--- config.mk ---
export PLATFORM = sky130hd
export DESIGN_NAME = psa_divider
export DESIGN_NICKNAME = d
export VERILOG_FILES = /design/src/rtl/psa_pkg.sv /design/src/rtl/psa_divider.sv
export SDC_FILE = /design/constraint.sdc
export NUM_CORES = 1
export LEC_CHECK = 0
export BUFFER_PORTS_ARGS = -buffer_cell sky130_fd_sc_hd__buf_2
export CAP_MARGIN = 0
export CORE_MARGIN = 3
export CORE_UTILIZATION = 35
export CTS_BUF_LIST = sky130_fd_sc_hd__clkbuf_16
export CTS_CLUSTER_DIAMETER = 40
export CTS_CLUSTER_SIZE = 14
export DETAILED_ROUTE_END_ITERATION = 6
export GPL_ROUTABILITY_DRIVEN = 0
export GPL_TIMING_DRIVEN = 0
export MAX_ROUTING_LAYER = met4
export PLACE_DENSITY = 0.67
export SKIP_LAST_GASP = 1
export SLEW_MARGIN = 10
export SYNTH_ARGS = -nofsm -noshare
export SYNTH_HDL_FRONTEND = slang
export SYNTH_SLANG_ARGS = --single-unit
--- constraint.sdc ---
create_clock -name clk -period 8 [get_ports clk]
set_clock_uncertainty 0.2 [all_clocks]
set_input_delay 0.4 -clock clk [delete_from_list [all_inputs] [get_ports clk]]
set_output_delay 0.4 -clock clk [all_outputs]
set_load 0.05 [all_outputs]
--- src/rtl/psa_pkg.sv ---
// ---------------------------------------------------------------------------
// psa_pkg
// Shared types and constants of the pixel sample accumulator.
// ---------------------------------------------------------------------------
package psa_pkg;

    localparam int SUM_BITS     = 32;
    localparam int SQ_BITS      = 48;
    localparam int CH_PORT_BITS = 16;
    localparam int PROD_BITS    = 2 * CH_PORT_BITS;
    localparam int COORD_BITS   = 6;
    localparam int DIM_BITS     = 7;
    localparam int NUM_CH       = 3;
    localparam int STEP_BITS    = $clog2(SUM_BITS + 1);

    localparam logic [DIM_BITS-1:0] DIM_RESET = 7'd64;

    localparam logic [1:0] CFG_WIDTH  = 2'd0;
    localparam logic [1:0] CFG_HEIGHT = 2'd1;
    localparam logic [1:0] CFG_MOMENT = 2'd2;

    typedef enum logic [1:0] {
        ACT_ADD   = 2'd0,
        ACT_READ  = 2'd1,
        ACT_CLEAR = 2'd2,
        ACT_NONE  = 2'd3
    } action_t;

    typedef enum logic [1:0] {
        ST_OK       = 2'd0,
        ST_RANGE    = 2'd1,
        ST_OVERFLOW = 2'd2
    } status_t;

    typedef enum logic [2:0] {
        S_WIPE,
        S_IDLE,
        S_READ,
        S_MODIFY,
        S_DIVIDE,
        S_CLEAR,
        S_DONE
    } state_t;

endpackage

--- src/rtl/psa_divider.sv ---
// ---------------------------------------------------------------------------
// psa_divider
// Three-lane restoring divider, one quotient bit per cycle, shared divisor.
// ---------------------------------------------------------------------------
module psa_divider
    import psa_pkg::*;
#(
    parameter int DIVISOR_BITS = 16
) (
    input  logic                             clk,
    input  logic                             rst_n,
    input  logic                             start,
    input  logic [NUM_CH-1:0][SUM_BITS-1:0]  dividend,
    input  logic [DIVISOR_BITS-1:0]          divisor,
    output logic                             busy,
    output logic                             done,
    output logic [NUM_CH-1:0][SUM_BITS-1:0]  quotient
);

    logic                                   busy_reg;
    logic                                   done_reg;
    logic [STEP_BITS-1:0]                   step_reg;
    logic [DIVISOR_BITS-1:0]                div_reg;
    logic [NUM_CH-1:0][DIVISOR_BITS-1:0]    rem_reg;
    logic [NUM_CH-1:0][DIVISOR_BITS-1:0]    rem_next;
    logic [NUM_CH-1:0][SUM_BITS-1:0]        quo_reg;
    logic [NUM_CH-1:0][SUM_BITS-1:0]        quo_next;
    logic [NUM_CH-1:0][DIVISOR_BITS:0]      trial;
    logic [NUM_CH-1:0][DIVISOR_BITS:0]      diff;
    logic [NUM_CH-1:0]                      ge;

    always_comb
    begin
        for (int i = 0; i < NUM_CH; i++)
        begin
            trial[i]    = {rem_reg[i], quo_reg[i][SUM_BITS-1]};
            diff[i]     = trial[i] - {1'b0, div_reg};
            ge[i]       = (trial[i] >= {1'b0, div_reg});
            rem_next[i] = ge[i] ? diff[i][DIVISOR_BITS-1:0] : trial[i][DIVISOR_BITS-1:0];
            quo_next[i] = {quo_reg[i][SUM_BITS-2:0], ge[i]};
        end
    end

    always_ff @(posedge clk or negedge rst_n)
    begin
        if (!rst_n)
        begin
            busy_reg <= 1'b0;
            done_reg <= 1'b0;
            step_reg <= '0;
        end
        else
        begin
            done_reg <= busy_reg && (step_reg == STEP_BITS'(1));
            if (start)
            begin
                busy_reg <= 1'b1;
                step_reg <= STEP_BITS'(SUM_BITS);
            end
            else if (busy_reg)
            begin
                step_reg <= step_reg - STEP_BITS'(1);
                if (step_reg == STEP_BITS'(1))
                begin
                    busy_reg <= 1'b0;
                end
            end
        end
    end

    always_ff @(posedge clk)
    begin
        if (start)
        begin
            quo_reg <= dividend;
            rem_reg <= '0;
            div_reg <= divisor;
        end
        else if (busy_reg)
        begin
            quo_reg <= quo_next;
            rem_reg <= rem_next;
        end
    end

    assign busy     = busy_reg;
    assign done     = done_reg;
    assign quotient = quo_reg;

`ifndef ASSERT_OFF
    a_start_idle: assert property (@(posedge clk) disable iff (!rst_n)
        start |-> !busy_reg)
        else $error("divider started while busy");

    a_rem_bound: assert property (@(posedge clk) disable iff (!rst_n)
        (busy_reg && div_reg != '0) |-> (rem_reg[0] < div_reg))
        else $error("partial remainder not below divisor");

    a_done_follows: assert property (@(posedge clk) disable iff (!rst_n)
        done_reg |-> ($past(busy_reg) && !busy_reg))
        else $error("done without a finished division");
`endif

endmodule
# Word level (Yosys, flattened, before mapping)
# Cells that the tools add are included.
# word_totals
mem_bits_ro	0
latchBits	0
output_inout_bits	98
register_bits	168
mem_count	0
elab_cells	30
ramBits	0
in_bits	115
# classes
n_reduce_logical	2
mux	10
eq_ne	1
shifts	0
bitwise_logic	0
order_cmp	3
mul	0
n_addsub	4
div_mod_pow	0
# op_table
cell	n
96-bit two-way mux	2
17-bit by 16-bit greater-or-equal comparator with 1-bit output	3
16-bit two-way mux	3
16-bit subtractor	3
6-bit two-way mux	2
6-bit by 1-bit equality test with 1-bit output, second input constant	1
6-bit by 1-bit subtractor with 6-bit output, second input constant	1
1-bit two-way mux	3
2-bit nonzero test	1
1-bit logical AND	1

# Logic depth before layout (Yosys ltp)
# Gate-level depths: netlist of the first run.
# logic_depth
word_depth	4
ltp_mapped	11
ltp_nobuf	10

# Least setup slack after synthesis of the first run
# No wires, ideal clock.
# synth_timing
path_type	register to register
start	register busy_reg, in the netlist busy
end	register quo_reg (netlist bit quotient[0]) (enable)
arrival_ns	3.178
path_stages_with_launch	5
required_ns	7.351
path_slack_ns	4.173
synth_period_minus_slack_ns	3.827
setup_ns	0.449
cell_sequence	dfrtp_1 clkbuf_1 nor2_1 clkbuf_1 inv_1
# synth_via
elab_chain_cells	1
# synth_lines
element	line	text
start: declaration	psa_divider.sv:20	logic busy_reg;
start signal: assignment	psa_divider.sv:48	busy_reg <= 1'b0;
start signal: assignment	psa_divider.sv:57	busy_reg <= 1'b1;
start signal: assignment	psa_divider.sv:65	busy_reg <= 1'b0;
2-bit nonzero test (no line)	n/a	
end signal: assignment	psa_divider.sv:75	quo_reg <= dividend;
end signal: assignment	psa_divider.sv:81	quo_reg <= quo_next;
end: declaration	psa_divider.sv:26	logic [NUM_CH-1:0][SUM_BITS-1:0] quo_reg;
# Every way passes these cells.
# A chain may end at the register's enable or synchronous reset.

# Worst setup path after layout of the first run
# layout_timing
start	register div_reg[14]
end	register rem_reg[21] in the netlist's numbering
# layout_via
elab_chain_cells	2
# layout_lines
element	line	text
start: declaration	psa_divider.sv:23	logic [DIVISOR_BITS-1:0] div_reg;
start signal: assignment	psa_divider.sv:77	div_reg <= divisor;
17-bit by 16-bit greater-or-equal comparator with 1-bit output	psa_divider.sv:38	ge[i] = (trial[i] >= {1'b0, div_reg});
16-bit two-way mux	psa_divider.sv:39	rem_next[i] = ge[i] ? diff[i][DIVISOR_BITS-1:0] : trial[i][DIVISOR_BITS-1:0];
end signal: assignment	psa_divider.sv:82	rem_reg <= rem_next;
end: declaration	psa_divider.sv:24	logic [NUM_CH-1:0][DIVISOR_BITS-1:0] rem_reg;
# Every way passes these cells.

==> results.ini, run 1 <==
[global_route]
antenna_found_initial = 1
grt_usage_pct = 19.83
grt_pass1_vias = 7979
gr-total-overflow = 0
grt_max_degree = 53
use_met1_pct = 25.04
busiest_layer = met2
use_met2_pct = 32.11
grt_pass1_wl_um = 43680
grt.met3_usage_pct = 4.297

[worst_setup_path]
crit_chain = inv_1, ha_1, a21o_1, a211o_1, a31oi_1, inv_1, nor2_1, o311ai_0
max_stage_delay_ps = 730
crit_path_start_kind = flip-flop
cp_common_cell = inv_1
worst-setup-path-type = reg2reg
crit_fanout = 9
cp.required_ps = 8060
crit_path_top_delay_cell = a31oi_1
arrival_ps = 3900
end_kind = flip-flop

[cells_and_area]
final_common_cell = buf_2
drive_gt1_share_pct = 32.19
final_area_um2 = 11740
largest_reg_flops = 96
finalNonFillerCells = 1448
layout_common_cells = buf_2, edfxtp_1, mux2_2
design.final.nets = 1267
syn2layout_area_growth_pct = 24.19

[floorplanning]
initial_core_util_pct = 35.97
dieWidth_um = 170.4
ios = 213
die_area_um2 = 29020
std_cell_rows = 59
fp.dieH_um = 170.4
coreArea_um2 = 26280

[route]
drt_iter0_drc = 598
drt-vias-per-instance = 5.395
drt_wl_total_um = 27850
wl_per_cell_um = 19.23
drcViolationCount = 0
drtPass1Iterations = 5
final_antenna_net_count = 0
num_vias = 7812

[logic_synthesis]
synth_area_per_cell_um2 = 11.12
netlist_instances = 850
synth_top_family_by_area = compound AO/OA/AOI/OAI gates
syn-cell-area_um2 = 9454
synth_ff_type = edfxtp_1
ys_types = 67
synth-seq-cells = 168
synthAdderAreaFrac_pct = 7.253
synth_mux_area_share_pct = 13.45
ys_seq_area_share_pct = 47.86
synth-compound-area-share_pct = 14.04
syn_nets = 1018
synth_xor_area_share_pct = 2.687
synth_enable_flop_cells = 112
yosysWarnings = 0
async_flop_share_pct = 4.762
synth-simple-area-share_pct = 11.66

[sta]
tns_ps = 0
setup_viol = 0
finalWorstSetupSlack_ps = 4163
report.final.hold_viol_count = 0
relSlewSlack_pct = 34.11
worst_hold_slack_ps = 63.31
final.min_clock_period_ps = 3837
slew_violations = 0
max_freq_ghz = 0.2607
rsz0062_at_grt = false
post-route-period-util_pct = 47.96
max_slew.worst_pin.slew_ps = 983.8

[clocking]
cts_buffer_depth = 2
root_buffer = clkbuf_16
holdBufCountCts = 17
clock_sinks = 168
tritoncts = yes
cts_setup_buffers = 0
clk_latency_ps = 430
cts_inserted_buffers = 17
cts_resized = 0
h-tree-depth = 4
clk_pin_slew_ps = 80

[power_and_ir_drop]
netSwitchingFraction_pct = 40.97
p_switching_mw = 1.401
pwr-share-clk_pct = 24.2
pwr-share-seq_pct = 36.0
p_leak_nw = 5.027
peakVddDrop_uv = 172.3
p_per_area_nw_per_um2 = 291.2
intPower_mw = 2.018
combinationalPowerShare_pct = 39.8

[placement]
portBuffers = 212
place_ws_ps = 4270
dp_hpwl_um = 20880
dp.cells = 1398
placed_cell_area_um2 = 10960

[status]
status = completed

[flow_run]
drv_cap = 0

[worst_hold_path]
hold_class = in2reg

[area by class of cell]
| cell class | count | area, µm² |
|---|---|---|
| diodes | 1 | 2.502 |
| well taps | 335 | 419.2 |
| multi-input cells | 609 | 4641 |
| repair buffers | 230 | 1259 |
| clock inverters | 15 | 178.9 |
| plain buffers | 39 | 161.4 |
| fillers | 2521 | 14540 |
| inverters | 34 | 130.1 |
| clock buffers | 17 | 425.4 |
| flip-flops and latches | 168 | 4524 |
[synth_stat cells (4+ instances only)]
library cell / number / area [µm²]
mux2_2: 96 / 1081
or2_2: 6 / 37.54
or3_1: 4 / 25.02
a21o_1: 15 / 112.6
o21a_1: 9 / 67.56
dfrtp_1: 8 / 200.2
o31ai_1: 4 / 30.03
nand2b_1: 13 / 81.33
nor2b_1: 10 / 62.56
inv_1: 33 / 123.9
mux2i_1: 19 / 190.2
a311oi_1: 10 / 87.58
nand4_1: 9 / 56.30
a211o_1: 6 / 52.55
a31oi_1: 6 / 37.54
nand2_1: 51 / 191.4
xnor2_1: 18 / 157.7
a211oi_1: 22 / 165.2
o211ai_1: 4 / 30.03
dfxtp_1: 48 / 960.9
o311ai_0: 11 / 96.34
and2_1: 5 / 31.28
ha_1: 50 / 625.6
o21ai_0: 31 / 155.2
nand3_1: 29 / 145.1
clkbuf_1: 32 / 120.1
a21oi_1: 27 / 135.1
a32oi_1: 5 / 43.79
nor4_1: 6 / 37.54
nor3_1: 19 / 95.09
xor2_1: 11 / 96.34
nor2_1: 63 / 236.5
a21boi_0: 6 / 45.04
edfxtp_1: 112 / 3363
[cells by family (layout without fill, tap and decap cells)]
family	count (synthesis)	count (layout)
AO/OA/AOI/OAI	184	184
multiplexers	115	115
AND/OR/NAND/NOR	228	228
XOR/XNOR	29	29
buffers and inverters	73	335
flip-flops	168	168
adder cells (fa/ha/maj)	53	53
other	0	1
[final timing paths]
kind	start	to	slack, ps	cells past startpoint
worst max-delay path	div_reg[14]	rem_reg[21]	4160	8
worst min-delay path	dividend[25]	quotient[25]	60	2
worst max register to register	div_reg[14]	rem_reg[21]	4160	8
worst min register to register	rem_reg[34]	rem_reg[34]	290	2
max in group asynchronous	rst_n	step_reg[2]	7250	2
min in group asynchronous	rst_n	done	180	2
[worst max-delay path, delay by kind of cell (launching register included)]
kind | cells | cell delay [ps]
AO/OA/AOI/OAI | 4 | 1480
adder cells (fa/ha/maj) | 1 | 350
buffers and inverters | 2 | 660
flip-flops | 1 | 370
AND/OR/NAND/NOR | 1 | 610
[metal layers]
metal,vias up,part of all wire [%]
met5,-,0
met4,0,2.1
met3,35,7.4
met2,318,48
met1,3729,43
li1,3730,-
[metrics by stage]
step | utilization [%] | total power [mW]
2_1_floorplan | - | 2.240
3_3_place_gp | 41.61 | 2.555
3_5_place_dp | 41.72 | 2.573
4_1_cts | 44.67 | 3.424
5_1_grt | 44.68 | 3.606
6_report | 44.68 | 3.419
[power by group through the flow]
stage / Combinational (mW) / Sequential, mW / Clock [mW]
after detailed placement: 1.33 / 1.24 / 0
after global routing: 1.47 / 1.25 / 0.880
final: 1.36 / 1.23 / 0.828
after global placement: 1.31 / 1.24 / 0
after floorplan: 0.742 / 1.50 / 0
after CTS: 1.35 / 1.23 / 0.848
Note: power is estimated with default switching activity, not from simulation.
==> run 2: changes to the inputs <==
Settings changed: ABC_AREA set to 1, PLACE_DENSITY 0.67 to 0.66.
Clock period 8 ns to 3.7 ns, I/O delays scaled along.
==> results.ini, run 2 <==
[cells_and_area]
layout_common_cells = nand2_1, buf_2, inv_1  ; was buf_2, edfxtp_1, mux2_2
final_util_pct = 46.97  ; was 44.68%
insertedDiodeCount = 0  ; was 1
design.final.nets = 1911  ; was 1267
final_area_um2 = 13550  ; was 11740 µm²
finalNonFillerCells = 2140  ; was 1448
syn2layout_area_growth_pct = 31.53  ; was 24.19%
drive_gt1_share_pct = 16.06  ; was 32.19%
final_common_cell = nand2_1  ; was buf_2
largest_reg_flops = 96  ; unchanged

[route]
drt-vias-per-instance = 4.862  ; was 5.395
drt_iter0_drc = 752  ; was 598
num_vias = 10405  ; was 7812
final_antenna_net_count = 0  ; unchanged
drcViolationCount = 0  ; unchanged
drt_wl_total_um = 33350  ; was 27850 µm
wl_per_cell_um = 15.58  ; was 19.23 µm
drtPass1Iterations = 5  ; unchanged

[clocking]
cts_buffer_depth = 2  ; unchanged
clock_sinks = 168  ; unchanged
h-tree-depth = 4  ; unchanged
cts_setup_buffers = 0  ; unchanged
cts_resized = 0  ; unchanged
root_buffer = clkbuf_16  ; unchanged
tritoncts = yes  ; unchanged
clk_pin_slew_ps = 70  ; was 80 ps
cts_inserted_buffers = 17  ; unchanged
clk_latency_ps = 440  ; was 430 ps

[sta]
report.final.hold_viol_count = 0  ; unchanged
worst_hold_slack_ps = 40.88  ; was 63.31 ps
final.min_clock_period_ps = 3190
max_slew.worst_pin.slew_ps = 760.2  ; was 983.8 ps
setup_viol = 0  ; unchanged
post-route-period-util_pct = 86.22
slew_violations = 0  ; unchanged
max_freq_ghz = 0.3135
tns_ps = 0  ; unchanged
rsz0062_at_grt = false  ; unchanged
relSlewSlack_pct = 49.32  ; was 34.11%

[worst_setup_path]
r2r-start = div_reg[1]  ; was div_reg[14]
crit_path_top_delay_cell = clkbuf_1  ; was a31oi_1
worst-setup-path-type = in2reg  ; was reg2reg
rr_worst_depth = 9  ; was 8
arrival_ps = 3060  ; was 3900 ps
crit_path_start_kind = primary input  ; was flip-flop
crit_chain = dlygate4sd3_1, buf_2, clkbuf_1, nor2_1, inv_1, clkbuf_8, buf_16  ; was inv_1, ha_1, a21o_1, a211o_1, a31oi_1, inv_1, nor2_1, o311ai_0
timing.rr.end = quotient[32]  ; was rem_reg[21]
crit_fanout = 103  ; was 9
max_stage_delay_ps = 570  ; was 730 ps
end_kind = flip-flop  ; unchanged
r2r_slack_ps = 860  ; was 4160 ps
cp.required_ps = 3570  ; was 8060 ps

[power_and_ir_drop]
pwr-share-clk_pct = 18.8  ; was 24.2%
combinationalPowerShare_pct = 51.4  ; was 39.8%
pwr-share-seq_pct = 29.8  ; was 36.0%
p_switching_mw = 4.165  ; was 1.401 mW
netSwitchingFraction_pct = 45.42  ; was 40.97%
intPower_mw = 5.005  ; was 2.018 mW
p_per_area_nw_per_um2 = 676.6  ; was 291.2 nW/µm²
p_leak_nw = 7.180  ; was 5.027 nW
peakVddDrop_uv = 435.0  ; was 172.3 µV

[logic_synthesis]
syn-cell-area_um2 = 10300  ; was 9454 µm²
synth-seq-cells = 168  ; unchanged
synth_area_per_cell_um2 = 7.366  ; was 11.12 µm²
yosys.cell_count.top_type = nand2_1  ; was edfxtp_1
yosys.area.top_type = edfxtp_1  ; unchanged
synth_ff_type = edfxtp_1  ; unchanged
yosysWarnings = 0  ; unchanged
async_flop_share_pct = 4.762  ; unchanged
ys_types = 34  ; was 67
netlist_instances = 1399  ; was 850
ys_seq_area_share_pct = 43.90  ; was 47.86%
synth_top_area_share_pct = 32.64  ; was 35.57%
syn_nets = 1567  ; was 1018
synthTopCellsByCount = nand2_1, inv_1, edfxtp_1  ; was edfxtp_1, mux2_2, nor2_1
synth_enable_flop_cells = 112  ; unchanged
synthTopCellsByArea = edfxtp_1, nand2_1, dfxtp_1  ; was edfxtp_1, mux2_2, dfxtp_1

[floorplanning]
fp.dieH_um = 177.6  ; was 170.4 µm
std_cell_rows = 62  ; was 59
coreArea_um2 = 28860  ; was 26280 µm²
dieWidth_um = 177.6  ; was 170.4 µm
ios = 213  ; unchanged
die_area_um2 = 31540  ; was 29020 µm²
initial_core_util_pct = 35.71  ; was 35.97%

[status]
status = completed  ; unchanged

[worst_hold_path]
hold_start = dividend[64]  ; was dividend[25]
hold_class = in2reg  ; unchanged
hold_depth = 3  ; was 2
min_to = quotient[64]  ; was quotient[25]

[global_route]
grt_max_degree = 104  ; was 53
gr-total-overflow = 0  ; unchanged
antenna_found_initial = 0  ; was 1
grt_pass1_wl_um = 53100  ; was 43680 µm
grt_usage_pct = 21.97  ; was 19.83%
grt_pass1_vias = 10252  ; was 7979

[placement]
dp_hpwl_um = 23630  ; was 20880 µm
dp.cells = 1996  ; was 1398
placed_cell_area_um2 = 11880  ; was 10960 µm²
portBuffers = 212  ; unchanged

[flow_run]
drv_cap = 0  ; unchanged

run 2: cell type report:
cell class | count | area, µm²
inverters | 170 | 638.1
clock inverters | 14 | 98.84
repair buffers | 325 | 2210
fillers | 2817 | 15300
well taps | 384 | 480.5
multi-input cells | 1019 | 4932
flip-flops and latches | 168 | 4524
plain buffers | 42 | 220.2
clock buffers | 18 | 450.4
run 2: worst max-delay path by stage:
stage                from            to  slack, ps  depth (start not counted)
global placement    start  quotient[37]       -810                          5
floorplan            busy   quotient[0]        660                          3
global route        start  quotient[52]        340                          7
detailed placement  start  quotient[28]        610                          6
finish              start  quotient[35]        510                          7
CTS                 start  quotient[37]        530                          7
run 2: logic make-up (layout without fill, tap and decap cells):
group,Yosys count,after routing,share of synthesized area [%]
adders and majority gates,53,53,6.654
and+or+nand+nor,884,884,36.30
DFF,168,168,43.90
AOI/OAI and AO/OA,63,63,3.290
buffers and inverters,212,569,8.232
xor gates and xnor gates,19,19,1.615
run 2: stage by stage:
stage                     setup WS (ps)  power (mW)
after CTS                         529.3       9.136
after global routing              341.3       9.889
final                             510.0       9.170
after floorplan                   655.5       6.235
after detailed placement          611.9       7.294
after global placement           -805.8       7.225
run 2: routing by layer:
layer	share of wire, %	global-route usage, %	vias to the layer above
li1	-	-	5122
met4	2.8	7.624	0
met2	48	35.64	432
met1	42	27.38	4776
met3	7.6	4.450	75
met5	0	-	-
run 2: power groups by stage:
stage	clock, mW	combinational, mW	sequential, mW
after floorplan	0	3.07	3.16
after global placement	0	4.47	2.75
after detailed placement	0	4.54	2.75
after CTS	1.76	4.66	2.73
after global routing	1.84	5.26	2.78
final	1.73	4.71	2.74
run 2: timing repair:
item / CTS / global route
hold buffers: 112 / 0
setup endpoints to repair: 0 / 0
hold endpoints to repair: 121 / 0
run 2: worst max-delay path, delay by kind of cell:
family                 cells  cell delay (ps)
and+or+nand+nor            1              370
buffers and inverters      6             2390
==> run 3: changes to the inputs <==
Settings changed: CORE_ASPECT_RATIO set to 0.75, REMOVE_ABC_BUFFERS set to 1.
==> results.ini, run 3 (same netlist as run 2, synthesis figures left out) <==
[floorplanning]
coreArea_um2 = 28510  ; was 28860 µm²
die_area_um2 = 31560  ; was 31540 µm²
fp.dieH_um = 154.6  ; was 177.6 µm
dieWidth_um = 204.1  ; was 177.6 µm
initial_core_util_pct = 36.14  ; was 35.71%
ios = 213  ; unchanged
std_cell_rows = 53  ; was 62

[sta]
setup_viol = 0  ; unchanged
relSlewSlack_pct = 57.52  ; was 49.32%
rsz0062_at_grt = false  ; unchanged
max_slew.worst_pin.slew_ps = 635.7  ; was 760.2 ps
slew_violations = 0  ; unchanged
final.min_clock_period_ps = 2750  ; was 3190 ps
tns_ps = 0  ; unchanged
max_freq_ghz = 0.3636  ; was 0.3135 GHz
post-route-period-util_pct = 74.32  ; was 86.22%
report.final.hold_viol_count = 0  ; unchanged

[cells_and_area]
finalNonFillerCells = 2104  ; was 2140
design.final.nets = 1874  ; was 1911
layout_common_cells = nand2_1, buf_2, inv_1  ; unchanged
insertedDiodeCount = 0  ; unchanged
largest_reg_flops = 96  ; unchanged
fill_cells = 2749  ; was 2817
final_util_pct = 47.27  ; was 46.97%
drive_gt1_share_pct = 16.00  ; was 16.06%
final_area_um2 = 13480  ; was 13550 µm²
syn2layout_area_growth_pct = 30.80  ; was 31.53%
final_common_cell = nand2_1  ; unchanged

[global_route]
gr-total-overflow = 0  ; unchanged
grt_max_degree = 84  ; was 104
use_met1_pct = 26.93  ; was 27.38%
grt.met3_usage_pct = 3.934  ; was 4.450%
antenna_found_initial = 0  ; unchanged
grt_pass1_vias = 9995  ; was 10252
grt_pass1_wl_um = 50790  ; was 53100 µm
use_met2_pct = 32.67  ; was 35.64%
grt_usage_pct = 20.44  ; was 21.97%
busiest_layer = met2  ; unchanged

[route]
drtPass1Iterations = 5  ; unchanged
drt_iter0_drc = 922  ; was 752
drt_wl_total_um = 31430  ; was 33350 µm
num_vias = 10140  ; was 10405
wl_per_cell_um = 14.94  ; was 15.58 µm
final_antenna_net_count = 0  ; unchanged
drcViolationCount = 0  ; unchanged
drt-vias-per-instance = 4.819  ; was 4.862

[clocking]
clk_latency_ps = 440  ; about the same
cts_inserted_buffers = 17  ; unchanged
root_buffer = clkbuf_16  ; unchanged
cts_buffer_depth = 2  ; unchanged
cts_setup_buffers = 0  ; unchanged
tritoncts = yes  ; unchanged
clock_sinks = 168  ; unchanged
h-tree-depth = 4  ; unchanged
clk_pin_slew_ps = 70  ; about the same

[placement]
dp_hpwl_um = 22140  ; was 23630 µm
dp.cells = 1959  ; was 1996
placed_cell_area_um2 = 11790  ; was 11880 µm²
portBuffers = 212  ; unchanged

[worst_setup_path]
crit_path_top_delay_cell = edfxtp_1  ; was clkbuf_1
arrival_ps = 2920  ; was 3060 ps
r2r_slack_ps = 950  ; was 860 ps
crit_fanout = 18  ; was 103
worst-setup-path-type = reg2reg  ; was in2reg
cp.required_ps = 3870  ; was 3570 ps
max_stage_delay_ps = 560  ; was 570 ps
crit_path_start_kind = flip-flop  ; was primary input
crit_chain = inv_1, ha_1, nand3_1, nor2_1, nand4_1, nand2_1, nor2_4, nand2_4, nand2_1, nand3_1, o21ai_1  ; was dlygate4sd3_1, buf_2, clkbuf_1, nor2_1, inv_1, clkbuf_8, buf_16
end_kind = flip-flop  ; unchanged

[power_and_ir_drop]
p_per_area_nw_per_um2 = 671.6  ; was 676.6 nW/µm²
total_power_mw = 9.053  ; was 9.170 mW
p_leak_nw = 7.115  ; was 7.180 nW
peakVddDrop_uv = 446.0  ; was 435.0 µV

[worst_hold_path]
hold_class = in2reg  ; unchanged

[flow_run]
drv_cap = 0  ; unchanged

[status]
status = completed  ; unchanged

[run 3: timing repair]
| item | CTS | global route |
|---|---|---|
| resized for setup | 0 | 0 |
| hold buffers | 113 | 0 |
| hold endpoints to repair | 119 | 0 |
| endpoints found under the setup margin | 0 | 0 |
[run 3: final cells by class]
| class | count | area [µm²] | share of cell area (%) |
|---|---|---|---|
| clock inverters | 15 | 137.6 | 1.021 |
| repair buffers | 330 | 2317 | 17.19 |
| flip-flops and latches | 168 | 4524 | 33.57 |
| well taps | 385 | 481.7 | 3.574 |
| clock buffers | 17 | 425.4 | 3.156 |
| multi-input cells | 1019 | 4947 | 36.70 |
| inverters | 170 | 645.6 | 4.790 |
[run 3: layer usage]
layer | share of wire, % | wire length, µm | vias to the layer above
met5 | 0 | 0 | -
met3 | 6.3 | 1982 | 39
li1 | - | - | 5045
met2 | 46 | 14500 | 368
met4 | 1.9 | 612 | 0
met1 | 46 | 14340 | 4688
[run 3: final timing paths]
path                           endpoint  cells after the start         start
setup / recovery            rem_reg[26]                     11    div_reg[1]
hold / removal             quotient[64]                      3  dividend[64]
setup reg to reg            rem_reg[26]                     11    div_reg[1]
hold reg to reg             rem_reg[15]                      2   rem_reg[15]
max in group asynchronous   step_reg[0]                      3         rst_n
min in group asynchronous   step_reg[1]                      3         rst_n
[run 3: worst max-delay path: cells and delay by family, from the launching register on]
kind                       cells  cell delay, ps
AOI/OAI and AO/OA              1             130
adders and majority gates      1             380
buffers and inverters          1             210
DFF                            1             560
and+or+nand+nor                8            1200
[run 3: power breakdown]
part	internal, mW	switching, mW
Sequential	2.45	0.286
Clock	0.890	0.853
Combinational	1.57	3.01
Total	4.91	4.14
[run 3: stage by stage]
stage / hold slack (ps) / worst slack (ps)
2_1_floorplan: -310.6 / -729.6
3_3_place_gp: -161.8 / -4655
3_5_place_dp: -160.9 / 979.6
4_1_cts: 53.61 / 972.8
5_1_grt: 83.04 / 807.0
6_report: 19.14 / 950.0
